**config.mk**
```make
export PLATFORM = sky130hd
export DESIGN_NAME = glyph_coverage_pixel_blender_unit
export DESIGN_NICKNAME = d
export VERILOG_FILES = /design/src/rtl/gcpb_pkg.sv /design/src/rtl/gcpb_regs.sv /design/src/rtl/gcpb_chan.sv /design/src/rtl/glyph_coverage_pixel_blender_unit.sv
export SDC_FILE = /design/constraint.sdc
export NUM_CORES = 1
export LEC_CHECK = 0
export ABC_CLOCK_PERIOD_IN_PS = 14000
export BUFFER_PORTS_ARGS = -buffer_cell sky130_fd_sc_hd__buf_2
export CORE_ASPECT_RATIO = 0.9
export CORE_MARGIN = 8
export CORE_UTILIZATION = 35
export DETAILED_ROUTE_END_ITERATION = 16
export GPL_ROUTABILITY_DRIVEN = 0
export GPL_TIMING_DRIVEN = 0
export SYNTH_ARGS = -nofsm -noshare
export SYNTH_HDL_FRONTEND = slang
export SYNTH_SLANG_ARGS = --single-unit
```
**constraint.sdc**
```tcl
create_clock -name i_clk -period 14 [get_ports i_clk]
set_input_delay 2.8 -clock i_clk [delete_from_list [all_inputs] [get_ports i_clk]]
set_output_delay 2.8 -clock i_clk [all_outputs]
set_load 0.01 [all_outputs]
```
**src/rtl/gcpb_pkg.sv**
```systemverilog
`timescale 1ns / 1ps
// shared types and constants of the glyph coverage pixel blender
// no dependencies; imported by every module of the block

package gcpb_pkg;

    // coordinate width of the pixel ports, two's complement
    localparam int COORD_WIDTH = 12;
    // surface dimension width
    localparam int DIM_W       = 11;
    // signed compare width that holds both a coordinate and a dimension
    localparam int CMP_W       = ((COORD_WIDTH > DIM_W) ? COORD_WIDTH : DIM_W) + 1;
    localparam int CHAN_W      = 8;
    localparam int ADDR_W      = 5;
    localparam int DATA_W      = 32;

    typedef enum logic [2:0] {
        REG_TEXT_RED       = 3'd0,
        REG_TEXT_GREEN     = 3'd1,
        REG_TEXT_BLUE      = 3'd2,
        REG_GLOBAL_ALPHA   = 3'd3,
        REG_ALPHA_ENABLE   = 3'd4,
        REG_PIXEL_FORMAT   = 3'd5,
        REG_SURFACE_WIDTH  = 3'd6,
        REG_SURFACE_HEIGHT = 3'd7
    } t_reg_idx;

    localparam logic FMT_RGB565 = 1'b0;
    localparam logic FMT_XRGB32 = 1'b1;

    typedef struct packed {
        logic [CHAN_W-1:0] text_red;
        logic [CHAN_W-1:0] text_green;
        logic [CHAN_W-1:0] text_blue;
        logic [CHAN_W-1:0] global_alpha;
        logic              alpha_enable;
        logic              pixel_format;
        logic [DIM_W-1:0]  surface_width;
        logic [DIM_W-1:0]  surface_height;
    } t_cfg;

    // register defaults: everything zero but a fully opaque global alpha
    localparam t_cfg CFG_RESET = '{
        text_red:       8'h00,
        text_green:     8'h00,
        text_blue:      8'h00,
        global_alpha:   8'hFF,
        alpha_enable:   1'b0,
        pixel_format:   FMT_RGB565,
        surface_width:  11'd0,
        surface_height: 11'd0
    };

endpackage

```
**src/rtl/gcpb_regs.sv**
```systemverilog
`timescale 1ns / 1ps
// apb configuration register file of the blender
// depends on gcpb_pkg

module gcpb_regs import gcpb_pkg::*; (
    input  logic              i_clk,
    input  logic              i_rst_n,
    input  logic              psel,
    input  logic              penable,
    input  logic              pwrite,
    input  logic [ADDR_W-1:0] paddr,
    input  logic [DATA_W-1:0] pwdata,
    output logic [DATA_W-1:0] prdata,
    output logic              pready,
    output t_cfg              o_cfg
);

    t_cfg     r_cfg;
    t_cfg     n_cfg;
    t_reg_idx w_idx;
    logic     w_wr;

    assign pready = 1'b1;
    assign w_idx  = t_reg_idx'(paddr[4:2]);
    assign w_wr   = psel && penable && pwrite;
    assign o_cfg  = r_cfg;

    always_comb begin
        n_cfg = r_cfg;
        if (w_wr) begin
            unique case (w_idx)
                REG_TEXT_RED:       n_cfg.text_red       = pwdata[CHAN_W-1:0];
                REG_TEXT_GREEN:     n_cfg.text_green     = pwdata[CHAN_W-1:0];
                REG_TEXT_BLUE:      n_cfg.text_blue      = pwdata[CHAN_W-1:0];
                REG_GLOBAL_ALPHA:   n_cfg.global_alpha   = pwdata[CHAN_W-1:0];
                REG_ALPHA_ENABLE:   n_cfg.alpha_enable   = pwdata[0];
                REG_PIXEL_FORMAT:   n_cfg.pixel_format   = pwdata[0];
                REG_SURFACE_WIDTH:  n_cfg.surface_width  = pwdata[DIM_W-1:0];
                REG_SURFACE_HEIGHT: n_cfg.surface_height = pwdata[DIM_W-1:0];
                default:            n_cfg = r_cfg;
            endcase
        end
    end

    always_comb begin
        unique case (w_idx)
            REG_TEXT_RED:       prdata = DATA_W'(r_cfg.text_red);
            REG_TEXT_GREEN:     prdata = DATA_W'(r_cfg.text_green);
            REG_TEXT_BLUE:      prdata = DATA_W'(r_cfg.text_blue);
            REG_GLOBAL_ALPHA:   prdata = DATA_W'(r_cfg.global_alpha);
            REG_ALPHA_ENABLE:   prdata = DATA_W'(r_cfg.alpha_enable);
            REG_PIXEL_FORMAT:   prdata = DATA_W'(r_cfg.pixel_format);
            REG_SURFACE_WIDTH:  prdata = DATA_W'(r_cfg.surface_width);
            REG_SURFACE_HEIGHT: prdata = DATA_W'(r_cfg.surface_height);
            default:            prdata = '0;
        endcase
    end

    always_ff @(posedge i_clk) begin
        if (!i_rst_n) begin
            r_cfg <= CFG_RESET;
        end else begin
            r_cfg <= n_cfg;
        end
    end

endmodule

```
**src/rtl/gcpb_chan.sv**
```systemverilog
`timescale 1ns / 1ps
// one color channel of the blend: registered product, then floor step
// depends on gcpb_pkg

module gcpb_chan import gcpb_pkg::*; (
    input  logic              i_clk,
    input  logic [CHAN_W-1:0] i_old,
    input  logic [CHAN_W-1:0] i_color,
    input  logic [CHAN_W-1:0] i_weight,
    output logic [CHAN_W-1:0] o_chan
);

    logic [CHAN_W-1:0]   w_mag;
    logic                w_neg;
    logic [2*CHAN_W-1:0] r_prod;
    logic [CHAN_W-1:0]   r_old;
    logic                r_neg;
    logic [2*CHAN_W:0]   w_round;

    // magnitude of color minus old, sign kept aside
    assign w_neg = i_color < i_old;
    assign w_mag = w_neg ? (i_old - i_color) : (i_color - i_old);

    always_ff @(posedge i_clk) begin
        r_prod <= i_weight * w_mag;
        r_old  <= i_old;
        r_neg  <= w_neg;
    end

    // arithmetic shift of a negative product rounds toward minus infinity
    assign w_round = {1'b0, r_prod} + (2*CHAN_W+1)'(8'hFF);
    assign o_chan  = r_neg ? (r_old - w_round[2*CHAN_W-1:CHAN_W])
                           : (r_old + r_prod[2*CHAN_W-1:CHAN_W]);

endmodule

```
**src/rtl/glyph_coverage_pixel_blender_unit.sv**
```systemverilog
`timescale 1ns / 1ps
// top level of the glyph coverage pixel blender: three-stage pipeline
// depends on gcpb_pkg, gcpb_regs, gcpb_chan
//
// channel  | signals                                        | direction
// ---------+------------------------------------------------+----------
// command  | start, busy, i_pixel_x/y, i_coverage,           | in
//          | i_dest_pixel                                   |
// result   | o_valid, o_new_pixel, o_write_enable           | out
// config   | psel, penable, pwrite, paddr, pwdata, prdata,  | apb
//          | pready                                         |
//
// one item per clock; busy is never raised, the pipeline always advances
// start to o_valid runs through three registered stages: clip and weight
// multiply, channel products, floor step and repack
// reset clears the valid bits and loads the register defaults
// the receiver takes every result on its strobe cycle, so nothing stalls

module glyph_coverage_pixel_blender_unit import gcpb_pkg::*; (
    input  logic                          i_clk,
    input  logic                          i_rst_n,
    // command channel
    input  logic                          start,
    output logic                          busy,
    input  logic signed [COORD_WIDTH-1:0] i_pixel_x,
    input  logic signed [COORD_WIDTH-1:0] i_pixel_y,
    input  logic [7:0]                    i_coverage,
    input  logic [31:0]                   i_dest_pixel,
    // result channel
    output logic                          o_valid,
    output logic [31:0]                   o_new_pixel,
    output logic                          o_write_enable,
    // configuration port
    input  logic                          psel,
    input  logic                          penable,
    input  logic                          pwrite,
    input  logic [ADDR_W-1:0]             paddr,
    input  logic [DATA_W-1:0]             pwdata,
    output logic [DATA_W-1:0]             prdata,
    output logic                          pready
);

    t_cfg w_cfg;

    // stage 1 registers: clip result, weight, unpacked channels
    logic              r1_valid;
    logic              r1_wr;
    logic [31:0]       r1_pix;
    logic [CHAN_W-1:0] r1_weight;
    logic [CHAN_W-1:0] r1_old_r;
    logic [CHAN_W-1:0] r1_old_g;
    logic [CHAN_W-1:0] r1_old_b;
    // stage 2 registers (products live inside the channel units)
    logic              r2_valid;
    logic              r2_wr;
    logic [31:0]       r2_pix;
    // stage 3 output registers
    logic              r3_valid;
    logic              r3_wr;
    logic [31:0]       r3_pix;

    logic                    w_accept;
    logic signed [CMP_W-1:0] w_x;
    logic signed [CMP_W-1:0] w_y;
    logic signed [CMP_W-1:0] w_wd;
    logic signed [CMP_W-1:0] w_ht;
    logic                    n_wr;
    logic [2*CHAN_W-1:0]     w_alpha_prod;
    logic [CHAN_W-1:0]       n_weight;
    logic [CHAN_W-1:0]       n_old_r;
    logic [CHAN_W-1:0]       n_old_g;
    logic [CHAN_W-1:0]       n_old_b;
    logic [CHAN_W-1:0]       w_new_r;
    logic [CHAN_W-1:0]       w_new_g;
    logic [CHAN_W-1:0]       w_new_b;
    logic [31:0]             n_pix;

    gcpb_regs u_regs (
        .i_clk   (i_clk),
        .i_rst_n (i_rst_n),
        .psel    (psel),
        .penable (penable),
        .pwrite  (pwrite),
        .paddr   (paddr),
        .pwdata  (pwdata),
        .prdata  (prdata),
        .pready  (pready),
        .o_cfg   (w_cfg)
    );

    assign busy     = 1'b0;
    assign w_accept = start && !busy;

    // ---- stage 1: clip test and coverage weight ----
    // coordinates sign-extend, dimensions zero-extend, so one signed
    // compare per axis covers the negative side as well
    assign w_x  = CMP_W'(i_pixel_x);
    assign w_y  = CMP_W'(i_pixel_y);
    assign w_wd = $signed(CMP_W'(w_cfg.surface_width));
    assign w_ht = $signed(CMP_W'(w_cfg.surface_height));

    assign n_wr = (i_coverage != 8'd0) &&
                  (w_x >= 0) && (w_y >= 0) && (w_x < w_wd) && (w_y < w_ht);

    // with alpha enabled, global alpha scales coverage as (alpha * coverage) >> 8
    assign w_alpha_prod = w_cfg.global_alpha * i_coverage;
    assign n_weight     = w_cfg.alpha_enable ? w_alpha_prod[2*CHAN_W-1:CHAN_W]
                                             : i_coverage;

    // unpack to 8-bit channels; rgb565 fields widen by a plain shift
    always_comb begin
        if (w_cfg.pixel_format == FMT_RGB565) begin
            n_old_r = {i_dest_pixel[15:11], 3'b000};
            n_old_g = {i_dest_pixel[10:5],  2'b00};
            n_old_b = {i_dest_pixel[4:0],   3'b000};
        end else begin
            n_old_r = i_dest_pixel[23:16];
            n_old_g = i_dest_pixel[15:8];
            n_old_b = i_dest_pixel[7:0];
        end
    end

    always_ff @(posedge i_clk) begin
        if (!i_rst_n) begin
            r1_valid <= 1'b0;
            r1_wr    <= 1'b0;
        end else begin
            r1_valid <= w_accept;
            r1_wr    <= w_accept && n_wr;
        end
    end

    always_ff @(posedge i_clk) begin
        r1_pix    <= i_dest_pixel;
        r1_weight <= n_weight;
        r1_old_r  <= n_old_r;
        r1_old_g  <= n_old_g;
        r1_old_b  <= n_old_b;
    end

    // ---- stage 2: per-channel products, stage 3 floor step inside ----
    gcpb_chan u_chan_r (
        .i_clk    (i_clk),
        .i_old    (r1_old_r),
        .i_color  (w_cfg.text_red),
        .i_weight (r1_weight),
        .o_chan   (w_new_r)
    );

    gcpb_chan u_chan_g (
        .i_clk    (i_clk),
        .i_old    (r1_old_g),
        .i_color  (w_cfg.text_green),
        .i_weight (r1_weight),
        .o_chan   (w_new_g)
    );

    gcpb_chan u_chan_b (
        .i_clk    (i_clk),
        .i_old    (r1_old_b),
        .i_color  (w_cfg.text_blue),
        .i_weight (r1_weight),
        .o_chan   (w_new_b)
    );

    always_ff @(posedge i_clk) begin
        if (!i_rst_n) begin
            r2_valid <= 1'b0;
            r2_wr    <= 1'b0;
        end else begin
            r2_valid <= r1_valid;
            r2_wr    <= r1_valid && r1_wr;
        end
    end

    always_ff @(posedge i_clk) begin
        r2_pix <= r1_pix;
    end

    // ---- stage 3: repack; unwritten items pass the old pixel through ----
    always_comb begin
        if (!r2_wr) begin
            n_pix = r2_pix;
        end else if (w_cfg.pixel_format == FMT_RGB565) begin
            n_pix = {r2_pix[31:16], w_new_r[7:3], w_new_g[7:2], w_new_b[7:3]};
        end else begin
            n_pix = {r2_pix[31:24], w_new_r, w_new_g, w_new_b};
        end
    end

    always_ff @(posedge i_clk) begin
        if (!i_rst_n) begin
            r3_valid <= 1'b0;
            r3_wr    <= 1'b0;
        end else begin
            r3_valid <= r2_valid;
            r3_wr    <= r2_valid && r2_wr;
        end
    end

    always_ff @(posedge i_clk) begin
        r3_pix <= n_pix;
    end

    assign o_valid        = r3_valid;
    assign o_write_enable = r3_wr;
    assign o_new_pixel    = r3_pix;

    // ---- checks ----
    a_we_needs_valid: assert property (@(posedge i_clk) disable iff (!i_rst_n)
        o_write_enable |-> o_valid)
        else $error("write enable without a result strobe");

    a_skip_passes_pixel: assert property (@(posedge i_clk) disable iff (!i_rst_n)
        (o_valid && !o_write_enable) |-> (o_new_pixel == $past(i_dest_pixel, 3)))
        else $error("unwritten item changed the pixel");

    a_565_upper_kept: assert property (@(posedge i_clk) disable iff (!i_rst_n)
        (o_valid && w_cfg.pixel_format == FMT_RGB565)
            |-> (o_new_pixel[31:16] == $past(i_dest_pixel[31:16], 3)))
        else $error("rgb565 upper half disturbed");

    a_32_top_kept: assert property (@(posedge i_clk) disable iff (!i_rst_n)
        (o_valid && w_cfg.pixel_format == FMT_XRGB32)
            |-> (o_new_pixel[31:24] == $past(i_dest_pixel[31:24], 3)))
        else $error("top byte of 32-bit pixel disturbed");

endmodule

```
==> flow_summary_export.csv, run 1 <==
group,metric,value,unit
routing,wirelength,51600,um
global_route,track_usage,15.7,%
synth,ys_types,69,
die,start_util,35.4,%
timing,period_needed,7.83,ns
timing,finalHoldViolCount,0,
outcome,outcome,"completed",
timing,slew_violations,0,
routing,drtIter0Drc,831,
pwr,peakVddDrop,0.101,mV
die,die_y,244,um
pwr,power_leakage,10.6,nW
timing,timing.final.ws_setup,6.17,ns
placement,dp_slack,6.17,ns
timing,rsz0062_at_grt,"false",
clock_tree,cts_resized,0,
die,io_pins,175,
clock_tree,cts_max_level,1,
critical_path,cp-start-kind,"input pin",
clock_tree,clk_transition_reported_paths,0.05,ns
critical_path,critPathTopFamily,"buffers and inverters",
critical_path,worstPathCellList,"clkbuf_1 -> buf_1 -> buf_1 -> mux2i_1 -> o22ai_1 -> buf_2",
clock_tree,cts_root_buffer,"clkbuf_16",
synth,syn-instance-count,2163,
synth,synth_async_sr_flop_share,0,%
synth,synthFlopType,"dfxtp_1",
routing,drc,0,
critical_path,arrival,5.03,ns
pwr,power.density,144,nW/um2
routing,drt.antenna.violating_nets,0,
clock_tree,clk_latency,0.56,ns
routing,wl_per_cell,16.6,um
critical_path,crit_fanout,10,
die,core,57000,um2
synth,syn-cell-area,20200,um2
job,maxCapViolCount,0,
layout,syn_to_final_growth,13.0,%
global_route,grt_max_degree,16,
critical_path,critical_path_required,11.20,ns
synth,syn_avg_cell_area,9.33,um2
placement,dp_hpwl,42200,um
synth,synth.largest_area_cell,"dfxtp_1",
synth,synthTopCellsByArea,"dfxtp_1 (26%), fa_1 (15%), ha_1 (15%)",
die,dieArea,65600,um2
layout,drive_above_1_share,10.1,%
clock_tree,cts_tree,"built",
global_route,gr-total-overflow,0,
timing,finalSetupViolations,0,
timing,worst_slew_pin_slew,0.963,ns
global_route,grt_pass1_wl,83400,um
timing,tns,0,ns
critical_path,end_kind,"primary output",
global_route,antenna_found_initial,3,
synth,yosysTopAreaCellShare,26.3,%
timing,fin_worst_skew,0.0197,ns
critical_path,crit_path_max_incr_delay,0.63,ns
timing,max-slew-margin-rel,33.9,%
clock_tree,cts_max_path_buffers,3,
clock_tree,cts_hold_buf,0,
die,rows,83,
clock_tree,clock_sinks,265,
routing,vias,15100,
global_route,grt_pass1_vias,15900,
placement,portBuffers,116,
timing,period_share,55.9,%
synth,ys_ff_latch,265,
hold_path,hold_class,"reg -> reg",
synth,yosysWarnings,0,
synth,synth_edf_count,0,
die,fp.dieW,269,um
timing,fmax,128,MHz
critical_path,critical_path_class,"in -> out",
routing,drt_first_pass_iters,5,
critical_path,slowest_stage,"buf_1",
synth,synth_seq_area_share,26.3,%
critical_path,cpMostUsedCell,"buf_1",
layout,fillCellCount,5630,
routing,via_per_inst,4.83,
critical_path,crit_buf_inv,4,
layout,final_nets,2827,
clock_tree,tritoncts.num_buffers,29,
clock_tree,cts_setup_buffers,0,
## kinds of logic (layout without fill, tap and decap cells)
| kind of cell | count (synthesis) | in the layout | share of synthesized area (%) |
|---|---|---|---|
| and+or+nand+nor | 608 | 608 | 15.8 |
| buffers and inverters | 390 | 558 | 7.73 |
| adders and majority gates | 389 | 389 | 29.8 |
| AOI/OAI and AO/OA | 285 | 285 | 9.18 |
| DFF | 265 | 265 | 26.3 |
| muxes | 128 | 128 | 6.99 |
| xor gates and xnor gates | 96 | 96 | 4.17 |
| other | 2 | 25 | 0.0372 |
## flip-flops by register name, summed over array words and instances, names as in the netlist, 8 cells and up
| name | flops |
|---|---|
| u_chan_g.r_prod | 16 |
| r1_pix | 32 |
| u_regs.o_cfg | 56 |
| r1_old_r | 8 |
| r1_old_g | 8 |
| u_chan_r.r_old | 8 |
| r1_weight | 8 |
| r2_pix | 32 |
| u_chan_r.r_prod | 16 |
| o_new_pixel | 32 |
| u_chan_b.r_old | 8 |
| r1_old_b | 8 |
| u_chan_g.r_old | 8 |
| u_chan_b.r_prod | 16 |
## worst reg2reg max path, cell delays in order (launching register included)
cell and delay (ns):
dfxtp_1 0.37, inv_1 0.11, ha_1 0.21, fa_1 0.39
nand2b_1 0.18, a21oi_1 0.35, o21ai_4 0.13, mux2i_1 0.29
mux2_4 0.34, a311oi_2 0.71, nand2_1 0.17, fa_1 0.50
fa_1 0.49, inv_1 0.05, fa_1 0.47, inv_1 0.05
fa_1 0.55, inv_1 0.05, ha_1 0.33, o21a_1 0.12
o31a_1 0.12, o211ai_1 0.25, a21oi_1 0.11, a2111oi_0 0.79
a21oi_1 0.19, xnor2_1 0.16
## report_power, final
part	switching [W]	internal, W
logic	0.000897	0.000701
registers	0.0000614	0.000838
clock network	0.000316	0.000477
total	0.00127	0.00202
## per-layer routing
layer / up-vias / track usage [%] / wire [um]
met1: 7273 / 21.0 / 23500
met3: 70 / 2.88 / 3300
met5: - / 0 / 0
met2: 375 / 26.0 / 23700
met4: 0 / 3.64 / 1110
li1: 7337 / - / -
## through the flow
step	area, um2	std cells	power [W]	utilization (%)	hold WS (ns)
after floorplan	20300	2184	0.00212	-	0.310
after global placement	21800	3065	0.00249	38.2	0.310
after detailed placement	21800	3065	0.00252	38.2	0.312
after CTS	22800	3117	0.00333	40.0	0.326
after global routing	22800	3118	0.00358	40.0	0.330
final	22800	3119	0.00329	40.0	0.324
## cell usage in the layout (no fill, tap or decap), types with 16 or more instances in the layout
cell	instances
and2_1	133
xnor2_1	72
mux2_2	27
a21oi_1	80
fa_1	152
buf_4	23
dfxtp_1	265
o21ai_0	55
o21a_1	19
buf_2	118
clkbuf_1	62
inv_1	299
conb_1	23
a21o_1	22
nor2b_1	128
nor2_1	91
nand2_1	147
nand2b_1	33
a31oi_1	16
clkbuf_16	29
mux2i_1	91
nand3_1	21
ha_1	237
xor2_1	24
## worst paths after layout
check             cells after the start  slack (ns)        startpoint                  end
hold reg to reg                       0        0.32        r1_pix[28]           r2_pix[28]
setup / recovery                      6        6.17          paddr[2]            prdata[7]
hold / removal                        0        0.32        r1_pix[28]           r2_pix[28]
setup reg to reg                     25        6.43  u_regs.o_cfg[32]  u_chan_b.r_prod[15]
## final cells by class
| type | count | area (um2) | area share, % |
|---|---|---|---|
| diodes | 2 | 5.00 | 0.0220 |
| plain buffers | 91 | 438 | 1.92 |
| clock buffers | 36 | 792 | 3.47 |
| clock inverters | 16 | 208 | 0.911 |
| inverters | 299 | 1120 | 4.92 |
| multi-input cells | 1529 | 13400 | 58.7 |
| flip-flops and latches | 265 | 5310 | 23.3 |
| well taps | 765 | 957 | 4.20 |
| repair buffers | 116 | 581 | 2.55 |
## synth_stat cells (15+ instances only)
master / count
inv_1: 299
dfxtp_1: 265
ha_1: 237
fa_1: 152
nand2_1: 147
and2_1: 133
nor2b_1: 128
mux2i_1: 91
nor2_1: 91
a21oi_1: 80
xnor2_1: 72
clkbuf_1: 59
o21ai_0: 55
nand2b_1: 33
mux2_2: 27
xor2_1: 24
buf_4: 23
a21o_1: 22
nand3_1: 21
o21a_1: 19
a31oi_1: 16
nor4_1: 15
Note: power is estimated with default switching activity, not from simulation.
==> run 2: changes to the inputs <==
--- a/config.mk
+++ b/config.mk
@@ -5,7 +5,8 @@
 export SDC_FILE = /design/constraint.sdc
 export NUM_CORES = 1
 export LEC_CHECK = 0
-export ABC_CLOCK_PERIOD_IN_PS = 14000
+export ABC_AREA = 1
+export ABC_CLOCK_PERIOD_IN_PS = 7000
 export BUFFER_PORTS_ARGS = -buffer_cell sky130_fd_sc_hd__buf_2
 export CORE_ASPECT_RATIO = 0.9
 export CORE_MARGIN = 8
==> constraint.sdc (replaced) <==
create_clock -name i_clk -period 7 [get_ports i_clk]
set_input_delay 1.4 -clock i_clk [delete_from_list [all_inputs] [get_ports i_clk]]
set_output_delay 1.4 -clock i_clk [all_outputs]
set_load 0.01 [all_outputs]
==> run 2 against run 1 <==
Via count grew 10%. Worst setup slack lost 5.1 ns. Clock skew increased by 0.0058 ns. Final cell count rose by 13%. Critical path depth is 23 higher.
==> flow_summary_export.csv, run 2 <==
group,metric,value,unit
routing,drtIter0Drc,1056,
clock_tree,cts_tree,"built",
layout,final_cell_mix,"inv_1 (474), nand2_1 (424), nor2_1 (290), dfxtp_1 (265), ha_1 (237)",
critical_path,crit_cells,29,
critical_path,slowest_stage,"fa_1",
die,start_util,35.3,%
critical_path,end_kind,"flop",
synth,synthTopCellsByArea,"dfxtp_1 (26%), fa_1 (15%), ha_1 (15%)",
routing,drc,0,
timing,finalSetupViolations,0,
layout,antenna_cells,0,
placement,dp_cells,3463,
synth,syn-cell-area,20100,um2
synth,synth_async_sr_flop_share,0,%
clock_tree,clk_latency,0.59,ns
synth,synthFlopType,"dfxtp_1",
layout,final_cells,3519,
timing,fin_worst_skew,0.0255,ns
placement,portBuffers,119,
synth,syn-instance-count,2558,
synth,synth_top_family_by_area,"adder cells",
synth,synth.largest_area_cell,"dfxtp_1",
critical_path,critPathTopFamily,"adder cells",
clock_tree,clock_sinks,265,
routing,via_per_inst,4.72,
synth,synthXorXnorAreaFrac,3.89,%
routing,vias,16600,
timing,fmax,167,MHz
layout,final_util,40.1,%
critical_path,rr_worst_depth,29,
die,die_y,243,um
pwr,power.density,331,nW/um2
pwr,peakVddDrop,0.200,mV
die,io_pins,175,
synth,synthMuxAreaShare,0.0686,%
clock_tree,cts_hold_buf,0,
global_route,track_usage,15.9,%
timing,tns,0,ns
layout,fillCellCount,5908,
clock_tree,cts_resized,0,
critical_path,critical_path_class,"reg -> reg",
job,maxCapViolCount,0,
synth,synth_edf_count,0,
critical_path,cp-start-kind,"flop",
global_route,grt_pass1_vias,16200,
die,rows,83,
timing,max-slew-margin-rel,44.9,%
pwr,power_leakage,11.8,nW
global_route,gr-total-overflow,0,
critical_path,arrival,6.47,ns
placement,dp_hpwl,43300,um
clock_tree,cts_root_buffer,"clkbuf_16",
layout,drive_above_1_share,8.68,%
timing,slew_violations,0,
clock_tree,cts_max_path_buffers,3,
timing,period_needed,5.97,ns
hold_path,hold_class,"reg -> reg",
layout,regArea,5310,um2
synth,synth_seq_area_share,26.5,%
clock_tree,cts_setup_buffers,0,
layout,layout_commonest_cell,"inv_1",
synth,yosysWarnings,0,
global_route,antenna_found_initial,3,
global_route,grt_max_degree,17,
synth,ys_types,53,
global_route,grt_pass1_wl,84600,um
layout,syn_to_final_growth,13.5,%
synth,synth_common_cells,"inv_1 (474), nand2_1 (424), nor2_1 (290)",
synth,yosysMostFrequentCell,"inv_1",
clock_tree,tritoncts.num_buffers,31,
layout,final_nets,3227,
timing,period_share,85.3,%
critical_path,critical_path_required,7.50,ns
clock_tree,cts_max_level,1,
critical_path,crit_fanout,9,
layout,largest_reg_flops,56,
die,fp.dieW,268,um
timing,finalHoldViolCount,0,
synth,synth_compound_area_share,10.5,%
routing,wirelength,52300,um
clock_tree,clk_transition_reported_paths,0.06,ns
synth,synth_fa_ha_area_share,30.0,%
die,core,56800,um2
routing,drt.antenna.violating_nets,0,
synth,ys_ff_latch,265,
critical_path,crit_buf_inv,7,
routing,drt_first_pass_iters,5,
synth,yosysTopAreaCellShare,26.5,%
synth,yosys.area_share.simple,17.7,%
layout,multi_input_area,12600,um2
critical_path,crit_path_max_incr_delay,0.56,ns
die,dieArea,65200,um2
timing,rsz0062_at_grt,"false",
timing,worst_slew_pin_slew,0.826,ns
hold_path,worstHoldPathCells,0,
synth,syn_avg_cell_area,7.84,um2
outcome,outcome,"completed",
routing,wl_per_cell,14.9,um
-- run 2: cell count changes after synthesis, sizes merged, moves of 63 or more --
cell / before / now
o21ai: 60 / 143
nor2: 92 / 293
mux2i: 91 / 1
a21oi: 81 / 144
inv: 299 / 480
nor2b: 128 / 0
nand2: 147 / 430
and2: 133 / 1
nand3: 21 / 102
-- run 2: final cells by class --
| cell class | instances | area share [%] |
|---|---|---|
| Buffer | 83 | 1.96 |
| Clock buffer | 40 | 3.82 |
| Clock inverter | 16 | 0.945 |
| Inverter | 485 | 8.01 |
| Multi-Input combinational cell | 1746 | 55.2 |
| Sequential cell | 265 | 23.3 |
| Tap cell | 765 | 4.20 |
| Timing Repair Buffer | 119 | 2.62 |
-- run 2: kinds of logic after synthesis --
logic type,after synthesis
AND/OR/NAND/NOR,872
buffers and inverters,568
adder cells (fa/ha/maj),389
AO/OA/AOI/OAI,372
flip-flops,265
XOR/XNOR,89
other,2
multiplexers,1
-- run 2: per-layer routing --
layer | GRT usage [%] | vias up | wire [um]
met3 | 2.90 | 77 | 3510
met2 | 25.4 | 444 | 23200
met5 | 0 | - | 0
met4 | 3.67 | 0 | 1170
li1 | - | 8328 | -
met1 | 22.1 | 7753 | 24500
-- run 2: worst paths after layout --
| check | from | endpoint | slack (ns) |
|---|---|---|---|
| setup / recovery | r1_old_r[0] | u_chan_r.r_prod[13] | 1.03 |
| hold / removal | r1_pix[26] | r2_pix[26] | 0.32 |
| setup reg to reg | r1_old_r[0] | u_chan_r.r_prod[13] | 1.03 |
| hold reg to reg | r1_pix[26] | r2_pix[26] | 0.32 |
-- run 2: power breakdown --
part           internal (W)  switching, W  leakage, nW
Combinational       0.00155       0.00248         9.04
Clock               0.00103      0.000652        0.532
Sequential          0.00170      0.000138         2.20
-- run 2: per-stage QoR --
stage          setup WS (ns)  hold WS [ns]  total power (W)  cell area [um2]
2_1_floorplan           1.80         0.310          0.00490            20100
3_3_place_gp            1.07         0.310          0.00589            21700
3_5_place_dp            1.05         0.312          0.00589            21700
4_1_cts                 1.04         0.325          0.00761            22800
5_1_grt                0.661         0.328          0.00827            22800
6_report                1.03         0.324          0.00754            22800
-- run 2: worst register-to-register path, delay by kind of cell, from the launching register on --
family,cells,cell delay [ns]
adder cells (fa/ha/maj),7,2.97
buffers and inverters,7,0.44
XOR/XNOR,1,0.14
flip-flops,1,0.48
AO/OA/AOI/OAI,3,0.53
AND/OR/NAND/NOR,11,1.31
==> run 3: changes to the inputs <==
--- a/config.mk
+++ b/config.mk
@@ -7,7 +7,7 @@
 export LEC_CHECK = 0
 export ABC_AREA = 1
 export ABC_CLOCK_PERIOD_IN_PS = 7000
-export BUFFER_PORTS_ARGS = -buffer_cell sky130_fd_sc_hd__buf_2
+export BUFFER_PORTS_ARGS = -buffer_cell sky130_fd_sc_hd__buf_4
 export CORE_ASPECT_RATIO = 0.9
 export CORE_MARGIN = 8
 export CORE_UTILIZATION = 35
==> run 3 against run 2 <==
Register-to-register slack better by 0.04 ns. Worst setup slack better by 0.043 ns. Via count down 0.16%. Power down 1.2%. Global-route usage up 0.14 points. Final area up 0.97%. Fmax up 0.72%. Sequential share of layout area down 0.22 points. Clock skew down 0.0064 ns. Critical path type unchanged. Highest routed layer unchanged.
==> flow_summary_export.csv, run 3 (synthesis results as in run 2) <==
group,metric,value,unit
outcome,outcome,"completed",
layout,layout_commonest_cell,"inv_1",
pwr,p_clk_share,21.1,%
timing,fin_worst_skew,0.0191,ns
layout,drive_above_1_share,8.68,%
die,io_pins,175,
timing,slew_violations,0,
critical_path,cp-start-kind,"flop",
clock_tree,cts_root_buffer,"clkbuf_16",
hold_path,hold_class,"reg -> reg",
layout,final_cell_mix,"inv_1 (474), nand2_1 (424), nor2_1 (290), dfxtp_1 (265), ha_1 (237)",
global_route,grt_pass1_vias,15900,
layout,largest_reg_flops,56,
routing,drtIter0Drc,1110,
global_route,grt_pass1_wl,85200,um
timing,period_needed,5.93,ns
critical_path,crit_fanout,9,
pwr,finalPower,0.00745,W
layout,antenna_cells,0,
die,start_util,35.3,%
job,maxCapViolCount,0,
critical_path,critical_path_required,7.49,ns
clock_tree,clock_sinks,265,
critical_path,rr_worst_depth,26,
die,rows,83,
pwr,p_int,0.00418,W
critical_path,crit_path_max_incr_delay,0.55,ns
placement,dp_hpwl,43400,um
hold_path,whs_endpoint,"r2_pix[1]",
layout,multi_input_area,12600,um2
die,dieArea,65200,um2
pwr,sw_frac_of_total,43.9,%
routing,drt_first_pass_iters,6,
global_route,grt_max_degree,16,
pwr,power.density,324,nW/um2
layout,regArea,5310,um2
pwr,p_comb_share,54.2,%
critical_path,end_kind,"flop",
critical_path,r2r_end,"u_chan_b.r_prod[13]",
die,die_y,243,um
die,fp.dieW,268,um
critical_path,critPathTopFamily,"adder cells",
timing,holdWs,0.320,ns
routing,vias,16600,
clock_tree,clk_transition_reported_paths,0.06,ns
layout,syn_to_final_growth,14.7,%
layout,fillCellCount,5884,
clock_tree,tritoncts.num_buffers,30,
timing,tns,0,ns
routing,drt.antenna.violating_nets,0,
critical_path,rrSetupSlack,1.07,ns
timing,fmax,169,MHz
critical_path,arrival,6.42,ns
timing,worst_slew_pin_slew,0.751,ns
routing,drc,0,
routing,wl_per_cell,15.0,um
timing,finalSetupViolations,0,
hold_path,hp-start,"r1_pix[1]",
routing,via_per_inst,4.71,
clock_tree,cts_max_path_buffers,3,
layout,final_nets,3226,
hold_path,worstHoldPathCells,0,
pwr,p_sw,0.00327,W
critical_path,crit_buf_inv,7,
clock_tree,cts_hold_buf,0,
clock_tree,cts_tree,"built",
critical_path,r2r_start,"r1_old_b[5]",
timing,timing.final.ws_setup,1.07,ns
clock_tree,clk_latency,0.59,ns
pwr,power_leakage,11.8,nW
critical_path,cpMostUsedCell,"inv_1",
critical_path,critical_path_class,"reg -> reg",
clock_tree,cts_max_level,1,
pwr,power_frac_seq,24.7,%
clock_tree,cts_setup_buffers,0,
die,core,56800,um2
timing,max-slew-margin-rel,49.9,%
pwr,peakVddDrop,0.187,mV
clock_tree,cts_resized,0,
critical_path,critPathLaunch,"r1_old_b[5]",
timing,period_share,84.7,%
placement,portBuffers,119,
timing,finalHoldViolCount,0,
routing,wirelength,52900,um
global_route,antenna_found_initial,2,
global_route,track_usage,16.1,%
critical_path,slowest_stage,"fa_1",
global_route,gr-total-overflow,0,
timing,rsz0062_at_grt,"false",
placement,dp_slack,1.08,ns
## run 3: cell types whose count changed in the layout (fill, tap and decap cells not counted), sizes merged
| cell | before | now |
|---|---|---|
| bufinv | 4 | 1 |
| clkinv | 12 | 15 |
| clkbuf | 85 | 86 |
| clkinvlp | 2 | 1 |
## run 3: worst max path at each step
stage               cells after the start  slack [ns]                  end
floorplan                              25        1.80  u_chan_b.r_prod[13]
finish                                 26        1.07  u_chan_b.r_prod[13]
global placement                       29        1.06  u_chan_r.r_prod[13]
CTS                                    29        1.07  u_chan_r.r_prod[13]
global route                           26        0.61  u_chan_b.r_prod[13]
detailed placement                     29        1.08  u_chan_r.r_prod[13]
## run 3: stage by stage
step / instances / area [um2] / util, %
finish: 3519 / 23000 / 40.5
global route: 3519 / 23000 / 40.5
CTS: 3519 / 23000 / 40.5
detailed placement: 3463 / 22000 / 38.7
global placement: 3463 / 22000 / 38.7
floorplan: 2579 / 20100 / -
## run 3: cell type report
type                            count  share of cell area [%]
Clock buffer                       41                    3.79
Clock inverter                     15                   0.593
Inverter                          485                    7.93
Sequential cell                   265                    23.1
Tap cell                          765                    4.16
Timing Repair Buffer              119                    3.89
Multi-Input combinational cell   1746                    54.6
Buffer                             83                    1.94
## run 3: power groups by stage
stage                     clock network, W  logic, W  registers [W]
after global placement                   0   0.00403        0.00187
after global routing               0.00168   0.00467        0.00186
after CTS                          0.00162   0.00408        0.00184
after detailed placement                 0   0.00404        0.00187
final                              0.00157   0.00404        0.00184
after floorplan                          0   0.00307        0.00183
## run 3: routing by layer
metal / track usage, % / up-vias / routed length, um
met5: 0 / - / 0
li1: - / 8321 / -
met2: 25.5 / 433 / 23400
met4: 2.85 / 0 / 856
met3: 2.80 / 65 / 3640
met1: 22.9 / 7757 / 25000
